$ cat src/design/bdqd_pkg.sv
// Shared types, constants and phase tables for the button debounce and
// quadrature decode block. Depends on nothing; imported by all but the checker.
package bdqd_pkg;

  localparam int unsigned NumButtons   = 9;
  localparam int unsigned TimeWidth    = 32;
  localparam int unsigned DebounceWidth = 16;
  localparam int unsigned CfgIdxWidth  = 3;
  localparam int unsigned CfgDataWidth = 16;
  localparam int unsigned InDataWidth  = 48;
  localparam int unsigned OutDataWidth = 24;

  localparam logic [DebounceWidth-1:0] DebounceReset = 16'd50;

  // Direction codes, two's complement: forward is +1, backward is -1.
  localparam logic [1:0] DirNone = 2'b00;
  localparam logic [1:0] DirFwd  = 2'b01;
  localparam logic [1:0] DirBack = 2'b11;

  typedef enum logic [CfgIdxWidth-1:0] {
    CfgButtonMask = 3'd0,
    CfgDebounce   = 3'd1,
    CfgJogEn      = 3'd2,
    CfgPitchEn    = 3'd3,
    CfgTouchEn    = 3'd4
  } cfg_idx_e;

  typedef struct packed {
    logic [NumButtons-1:0]    button_mask;
    logic [DebounceWidth-1:0] debounce_ms;
    logic                     jog_en;
    logic                     pitch_en;
    logic                     touch_en;
  } cfg_t;

  // Phase that follows a forward step along 0 -> 1 -> 3 -> 2 -> 0.
  function automatic logic [1:0] fwd_next(input logic [1:0] phase);
    logic [1:0] nxt;
    case (phase)
      2'd0:    nxt = 2'd1;
      2'd1:    nxt = 2'd3;
      2'd2:    nxt = 2'd0;
      2'd3:    nxt = 2'd2;
      default: nxt = 2'd0;
    endcase
    return nxt;
  endfunction

  // Phase that follows a backward step, the reverse sequence.
  function automatic logic [1:0] back_next(input logic [1:0] phase);
    logic [1:0] nxt;
    case (phase)
      2'd0:    nxt = 2'd2;
      2'd1:    nxt = 2'd0;
      2'd2:    nxt = 2'd3;
      2'd3:    nxt = 2'd1;
      default: nxt = 2'd0;
    endcase
    return nxt;
  endfunction

endpackage

$ cat src/design/bdqd_debounce.sv
// Per-button debounce: holds stable state, last raw sample and change time.
// Depends on bdqd_pkg.
module bdqd_debounce (
  input  logic                                clk_i,
  input  logic                                rst_ni,
  input  logic                                step_i,
  input  logic [bdqd_pkg::TimeWidth-1:0]      now_ms_i,
  input  logic [bdqd_pkg::NumButtons-1:0]     levels_i,
  input  logic [bdqd_pkg::NumButtons-1:0]     mask_i,
  input  logic [bdqd_pkg::DebounceWidth-1:0]  debounce_ms_i,
  output logic [bdqd_pkg::NumButtons-1:0]     stable_o,
  output logic [bdqd_pkg::NumButtons-1:0]     changed_o
);
  import bdqd_pkg::*;

  logic [NumButtons-1:0] stable_q, stable_d;
  logic [NumButtons-1:0] prev_q, prev_d;
  logic [NumButtons-1:0] changed;
  logic [NumButtons-1:0] pressed;
  logic [TimeWidth-1:0]  change_time_q [NumButtons];
  logic [TimeWidth-1:0]  change_time_d [NumButtons];
  logic [TimeWidth-1:0]  elapsed       [NumButtons];

  assign pressed = ~levels_i;

  always_comb begin
    for (int i = 0; i < NumButtons; i++) begin
      stable_d[i]      = stable_q[i];
      prev_d[i]        = pressed[i];
      changed[i]       = 1'b0;
      change_time_d[i] = change_time_q[i];
      if (pressed[i] != prev_q[i]) begin
        change_time_d[i] = now_ms_i;
      end
      // Wrapping subtraction gives the elapsed time across a counter rollover.
      elapsed[i] = now_ms_i - change_time_d[i];
      if (elapsed[i] > {{(TimeWidth-DebounceWidth){1'b0}}, debounce_ms_i} &&
          pressed[i] != stable_q[i]) begin
        stable_d[i] = pressed[i];
        changed[i]  = 1'b1;
      end
      // A disabled button reads as released and keeps its change time.
      if (!mask_i[i]) begin
        stable_d[i]      = 1'b0;
        prev_d[i]        = 1'b0;
        changed[i]       = 1'b0;
        change_time_d[i] = change_time_q[i];
      end
    end
  end

  always_ff @(posedge clk_i or negedge rst_ni) begin
    if (!rst_ni) begin
      stable_q <= '0;
      prev_q   <= '0;
      for (int i = 0; i < NumButtons; i++) begin
        change_time_q[i] <= '0;
      end
    end else if (step_i) begin
      stable_q <= stable_d;
      prev_q   <= prev_d;
      for (int i = 0; i < NumButtons; i++) begin
        change_time_q[i] <= change_time_d[i];
      end
    end
  end

  assign stable_o  = stable_d;
  assign changed_o = changed;

endmodule

$ cat src/design/bdqd_quad.sv
// One quadrature decoder: stored phase and direction of the last legal step.
// Depends on bdqd_pkg for the direction codes and phase tables.
module bdqd_quad (
  input  logic              clk_i,
  input  logic              rst_ni,
  input  logic              step_i,
  input  logic              enable_i,
  input  logic              phase_a_i,
  input  logic              phase_b_i,
  input  logic              take_i,
  output logic signed [1:0] direction_o
);
  import bdqd_pkg::*;

  logic [1:0] phase;
  logic [1:0] phase_q, phase_d;
  logic [1:0] dir_q, dir_now;

  assign phase = enable_i ? {phase_a_i, phase_b_i} : 2'b00;

  always_comb begin
    phase_d = phase_q;
    dir_now = dir_q;
    if (phase != phase_q) begin
      // An illegal jump (both bits changed) only moves the stored phase.
      if (fwd_next(phase_q) == phase) begin
        dir_now = DirFwd;
      end else if (back_next(phase_q) == phase) begin
        dir_now = DirBack;
      end
      phase_d = phase;
    end
  end

  always_ff @(posedge clk_i or negedge rst_ni) begin
    if (!rst_ni) begin
      phase_q <= 2'b00;
      dir_q   <= DirNone;
    end else if (step_i) begin
      phase_q <= phase_d;
      dir_q   <= take_i ? DirNone : dir_now;
    end
  end

  assign direction_o = $signed(dir_now);

endmodule

$ cat src/design/button_debounce_quadrature_decode_top.sv
// Top level of the button debounce and quadrature decode block: input register,
// configuration registers, result register. Depends on bdqd_pkg, bdqd_debounce, bdqd_quad.
//
//   Channel   Direction  Width  Contents
//   s_axis    in         48     one pin sample with its millisecond timestamp
//   m_axis    out        24     debounced buttons, change mask, directions, touch
//   cfg       in         16     register write, index 0..4, no read-back
//
// The accepted request is held in the input register, which feeds the debounce
// compares; these load the result register whenever it can take a sample. One
// sample is accepted every cycle unless the result stalls; the 32-bit elapsed-time
// compare per button sets the cycle time. A stalled result holds the input register, and
// s_axis_tready falls only when both registers are full and m_axis_tready is low.
// Reset clears all button, phase and direction state and the valid flags of both registers.
module button_debounce_quadrature_decode_top (
  input  logic                                clk_i,
  input  logic                                rst_ni,
  input  logic                                cfg_we_i,
  input  logic [bdqd_pkg::CfgIdxWidth-1:0]    cfg_index_i,
  input  logic [bdqd_pkg::CfgDataWidth-1:0]   cfg_wdata_i,
  input  logic                                s_axis_tvalid,
  output logic                                s_axis_tready,
  // now_ms[31:0], button_levels[40:32], jog_phase_a[41], jog_phase_b[42],
  // pitch_phase_a[43], pitch_phase_b[44], touch_level[45], take_jog[46],
  // take_pitch[47]
  input  logic [bdqd_pkg::InDataWidth-1:0]    s_axis_tdata,
  output logic                                m_axis_tvalid,
  input  logic                                m_axis_tready,
  // stable_buttons[8:0], changed_buttons[17:9], jog_direction[19:18],
  // pitch_direction[21:20], touch_pressed[22], zero[23]
  output logic [bdqd_pkg::OutDataWidth-1:0]   m_axis_tdata
);
  import bdqd_pkg::*;

  cfg_t cfg_q;

  logic                  in_valid_q;
  logic [TimeWidth-1:0]  now_ms_q;
  logic [NumButtons-1:0] levels_q;
  logic                  jog_a_q, jog_b_q, pitch_a_q, pitch_b_q;
  logic                  touch_level_q, take_jog_q, take_pitch_q;

  logic                  advance;
  logic                  in_accept;
  logic [NumButtons-1:0] stable;
  logic [NumButtons-1:0] changed;
  logic signed [1:0]     jog_dir;
  logic signed [1:0]     pitch_dir;
  logic                  touch_pressed;

  logic                    out_valid_q;
  logic [OutDataWidth-1:0] out_data_q;

  // Configuration writes; unknown indexes are dropped.
  always_ff @(posedge clk_i or negedge rst_ni) begin
    if (!rst_ni) begin
      cfg_q.button_mask <= '1;
      cfg_q.debounce_ms <= DebounceReset;
      cfg_q.jog_en      <= 1'b1;
      cfg_q.pitch_en    <= 1'b1;
      cfg_q.touch_en    <= 1'b1;
    end else if (cfg_we_i) begin
      case (cfg_idx_e'(cfg_index_i))
        CfgButtonMask: cfg_q.button_mask <= cfg_wdata_i[NumButtons-1:0];
        CfgDebounce:   cfg_q.debounce_ms <= cfg_wdata_i[DebounceWidth-1:0];
        CfgJogEn:      cfg_q.jog_en      <= cfg_wdata_i[0];
        CfgPitchEn:    cfg_q.pitch_en    <= cfg_wdata_i[0];
        CfgTouchEn:    cfg_q.touch_en    <= cfg_wdata_i[0];
        default:       ;
      endcase
    end
  end

  // The input register moves on whenever the result register can take a sample.
  assign advance       = in_valid_q && (!out_valid_q || m_axis_tready);
  assign s_axis_tready = !in_valid_q || advance;
  assign in_accept     = s_axis_tvalid && s_axis_tready;

  always_ff @(posedge clk_i or negedge rst_ni) begin
    if (!rst_ni) begin
      in_valid_q <= 1'b0;
    end else if (s_axis_tready) begin
      in_valid_q <= s_axis_tvalid;
    end
  end

  always_ff @(posedge clk_i) begin
    if (in_accept) begin
      now_ms_q      <= s_axis_tdata[31:0];
      levels_q      <= s_axis_tdata[40:32];
      jog_a_q       <= s_axis_tdata[41];
      jog_b_q       <= s_axis_tdata[42];
      pitch_a_q     <= s_axis_tdata[43];
      pitch_b_q     <= s_axis_tdata[44];
      touch_level_q <= s_axis_tdata[45];
      take_jog_q    <= s_axis_tdata[46];
      take_pitch_q  <= s_axis_tdata[47];
    end
  end

  bdqd_debounce u_debounce (
    .clk_i         (clk_i),
    .rst_ni        (rst_ni),
    .step_i        (advance),
    .now_ms_i      (now_ms_q),
    .levels_i      (levels_q),
    .mask_i        (cfg_q.button_mask),
    .debounce_ms_i (cfg_q.debounce_ms),
    .stable_o      (stable),
    .changed_o     (changed)
  );

  bdqd_quad u_jog (
    .clk_i       (clk_i),
    .rst_ni      (rst_ni),
    .step_i      (advance),
    .enable_i    (cfg_q.jog_en),
    .phase_a_i   (jog_a_q),
    .phase_b_i   (jog_b_q),
    .take_i      (take_jog_q),
    .direction_o (jog_dir)
  );

  bdqd_quad u_pitch (
    .clk_i       (clk_i),
    .rst_ni      (rst_ni),
    .step_i      (advance),
    .enable_i    (cfg_q.pitch_en),
    .phase_a_i   (pitch_a_q),
    .phase_b_i   (pitch_b_q),
    .take_i      (take_pitch_q),
    .direction_o (pitch_dir)
  );

  assign touch_pressed = cfg_q.touch_en & ~touch_level_q;

  always_ff @(posedge clk_i or negedge rst_ni) begin
    if (!rst_ni) begin
      out_valid_q <= 1'b0;
    end else if (advance) begin
      out_valid_q <= 1'b1;
    end else if (m_axis_tready) begin
      out_valid_q <= 1'b0;
    end
  end

  always_ff @(posedge clk_i) begin
    if (advance) begin
      out_data_q <= {1'b0, touch_pressed, pitch_dir, jog_dir, changed, stable};
    end
  end

  assign m_axis_tvalid = out_valid_q;
  assign m_axis_tdata  = out_data_q;

endmodule

$ cat config.mk
export PLATFORM = sky130hd
export DESIGN_NAME = button_debounce_quadrature_decode_top
export DESIGN_NICKNAME = d
export VERILOG_FILES = /design/src/design/bdqd_pkg.sv /design/src/design/bdqd_debounce.sv /design/src/design/bdqd_quad.sv /design/src/design/button_debounce_quadrature_decode_top.sv
export SDC_FILE = /design/constraint.sdc
export NUM_CORES = 2
export LEC_CHECK = 0
export BUFFER_PORTS_ARGS = -buffer_cell sky130_fd_sc_hd__clkbuf_2
export CAP_MARGIN = 20
export CORE_UTILIZATION = 60
export DETAILED_ROUTE_END_ITERATION = 10
export GPL_TIMING_DRIVEN = 0
export PLACE_DENSITY = 0.77
export SYNTH_ARGS = -nofsm -noshare
export SYNTH_HDL_FRONTEND = slang
export SYNTH_SLANG_ARGS = --single-unit
$ cat constraint.sdc
create_clock -name clk_i -period 12.35 [get_ports clk_i]
set_clock_uncertainty 0.05 [all_clocks]
set_input_delay 0 -clock clk_i [delete_from_list [all_inputs] [get_ports clk_i]]
set_output_delay 0 -clock clk_i [all_outputs]
set_load 0.01 [all_outputs]
==> results.cfg <==
[routing]
vias = 41800
wl_mm = 163
drc = 0
ant_nets = 0
avgViaCountPerCell = 6.78
routedWlPerCell_um = 26.4
drt_pass1_iterations = 6
drtIter0Drc = 5707

[final_layout]
fin_cells = 6156
fillers = 5486
seq_area_sq_um = 10800
layout.nets = 5651
area_growth_pct = 12.7
drive_above_1_share = 0.0758
multiInputGateArea_sq_um = 27500

[critical_path]
worst_setup_path_end_kind = flip-flop
reg2reg_depth = 25
critical_path_class = reg -> reg
crit_arrival_ps = 8520
critPathRequiredTime_ps = 12710
max_stage_delay_ps = 810
r2r_slack_ps = 4200
crit_top_cell = clkbuf_1
crit_path_top_delay_cell = clkbuf_1
r2r-start = levels_q[8]$_DFFE_PP_
startpoint = levels_q[8]$_DFFE_PP_
cp-start-kind = flip-flop
timing.rr.end = m_axis_tdata[8]$_DFFE_PP_
critical_path.max_fanout = 10

[run]
cap_viol_max_count = 0

[hold_path]
hold_path.class = in -> reg
whs_path_depth = 2
min_to = take_pitch_q$_DFFE_PP_
worstHoldStart = s_axis_tdata[47]

[place]
place_inst = 5969
dpl.hpwl_mm = 118
port_buffers = 96
gp_congestion = 1.01

[timing]
setup_viol = 0
rsz0062_at_grt = false
hold_viol_final = 0
setup_tns_ps = 0
fin_crit_sh = 0.660
max_freq_ghz = 0.123
layout_min_cycle_time_ps = 8150
maxSlewViolCount = 0
worstMarginPinSlew_ps = 1290
slew-limit-headroom = 0.141

[die]
die_y_um = 260
io_pins = 98
die_w_um = 260
rows = 94
initial_core_util = 0.607
dieArea_sq_um = 67600
core_area_sq_um = 65700

[clock_tree]
cts_tree = built
cts_root_buffer = clkbuf_16
cts_made_buffers = 51
cts_setup_buffers = 0
clk_pin_slew_ps = 60
clk_path_buf_depth = 3
ctsHtreeMaxLevel = 2
clock-sinks = 415
clk_latency_ps = 660

[power_and_ir_drop]
power.density_nw_per_um2 = 253
leakage_nw = 19.6
vdd_drop_max_mv = 0.162

[synth]
syn_area_sq_um = 39900
synth_edf_count = 71
ys_seq_area_frac = 0.270
synth-async-reset-ratio = 0.829
syn-num-nets = 5378
yosysWarnings = 0
synthCells = 4973
syn_avg_cell_area_sq_um = 8.03
synth_seq_cells = 415
yosysUniqueCellTypes = 102
synth_ff_type = dfrtp_1

[grt]
grt_pass1_vias = 38200
grt.overflow.total = 0
grtUsageTotal = 0.470
grt_max_degree = 102
grt_pass1_wl_mm = 237
antenna_found_initial = 9

[status]
status = finished, final reports clean
==> layout make-up <==
cell class,count,area share
flip-flops and latches,415,0.239
clock inverters,22,0.00559
diodes,4,0.000223
inverters,166,0.0139
plain buffers,267,0.0239
multi-input cells,4125,0.611
clock buffers,73,0.0334
repair buffers,220,0.0487
well taps,864,0.0240
==> routing by layer <==
layer,GRT usage,up-vias,wire length [um]
li1,-,18800,-
met1,0.617,19900,62900
met2,0.669,2538,65700
met3,0.123,533,20800
met4,0.332,6,13200
met5,0,-,74
==> worst max path at each step <==
stage | endpoint | depth (start not counted)
2_1_floorplan | m_axis_tdata[8]$_DFFE_PP_ | 26
3_5_place_dp | m_axis_tdata[8]$_DFFE_PP_ | 25
5_1_grt | m_axis_tdata[8]$_DFFE_PP_ | 26
6_report | m_axis_tdata[8]$_DFFE_PP_ | 25
3_3_place_gp | u_debounce.change_time_q[250]$_DFFE_PN0P_ | 1
4_1_cts | m_axis_tdata[8]$_DFFE_PP_ | 25
==> flip-flops by register name, summed over array words and instances (netlist names) <==
register                  flops
u_jog.dir_q                   2
jog_b_q                       1
u_pitch.dir_q                 2
u_debounce.change_time_q    288
levels_q                      9
touch_level_q                 1
u_debounce.stable_q           9
m_axis_tvalid                 1
u_pitch.phase_q               2
pitch_a_q                     1
u_debounce.prev_q             9
m_axis_tdata                 23
in_valid_q                    1
take_jog_q                    1
jog_a_q                       1
u_jog.phase_q                 2
take_pitch_q                  1
cfg_q                        28
pitch_b_q                     1
now_ms_q                     32
==> cells in the final DEF, fill, tap and decap left out, types with 121 or more instances in the layout <==
cell type / n
nand2_1: 652
o21ai_0: 538
a21oi_1: 351
ha_1: 333
dfrtp_1: 329
nor2_1: 298
mux2i_1: 209
clkbuf_1: 208
xnor2_1: 166
inv_1: 160
a21o_1: 121
==> through the flow <==
step	total power [W]	setup slack [ps]	hold WS [ps]	area, sq um	utilization
after floorplan	0.00765	6380	-346	39900	-
after global placement	0.00929	3390	126	41500	0.631
after detailed placement	0.00946	4530	-54.3	42300	0.643
after CTS	0.0111	4480	0.00305	44900	0.683
after global routing	0.0122	3780	36.3	45000	0.684
final	0.0114	4200	28.5	45000	0.684
==> cell usage after synthesis (all sizes together), types with 84 or more instances <==
cell type  instances  area [sq um]
nand2            653          2450
o21ai            548          2750
a21oi            352          1770
ha               333          4170
dfrtp            329          8230
nor2             298          1120
clkbuf           214           805
mux2i            209          2090
xnor2            168          1490
inv              163           612
a21o             121           908
xor2             118          1040
nand3            106           531
nand2b           101           632
nor2b             97           607
nor3              93           465
nand4             84           526
==> report_power, final <==
group	internal (W)	total, W	switching, W
sequential	0.00194	0.00243	0.000486
clock	0.000916	0.00160	0.000682
combinational	0.00288	0.00736	0.00447
==> repair_timing <==
action                                 in CTS  in global routing
endpoints found under the hold margin     215                  0
hold buffers                               85                  0
gates resized for setup                     0                  0
==> worst max-delay path: cells and delay by family (launching register included) <==
kind | cells | cell delay, ps
adders and majority gates | 2 | 600
xor gates and xnor gates | 2 | 780
AOI/OAI and AO/OA | 8 | 2040
buffers and inverters | 4 | 2180
and+or+nand+nor | 8 | 1730
DFF | 1 | 340
muxes | 1 | 160
==> logic make-up after synthesis <==
| logic type | count (synthesis) | synth area share |
|---|---|---|
| simple gates | 1593 | 0.187 |
| compound gates | 1576 | 0.247 |
| buf+inv | 433 | 0.0420 |
| flops | 415 | 0.270 |
| fa+ha+maj | 401 | 0.121 |
| xor+xnor | 286 | 0.0633 |
| mux | 268 | 0.0691 |
| other cells | 1 | 0.0000939 |
Note: power is estimated with default switching activity, not from simulation.
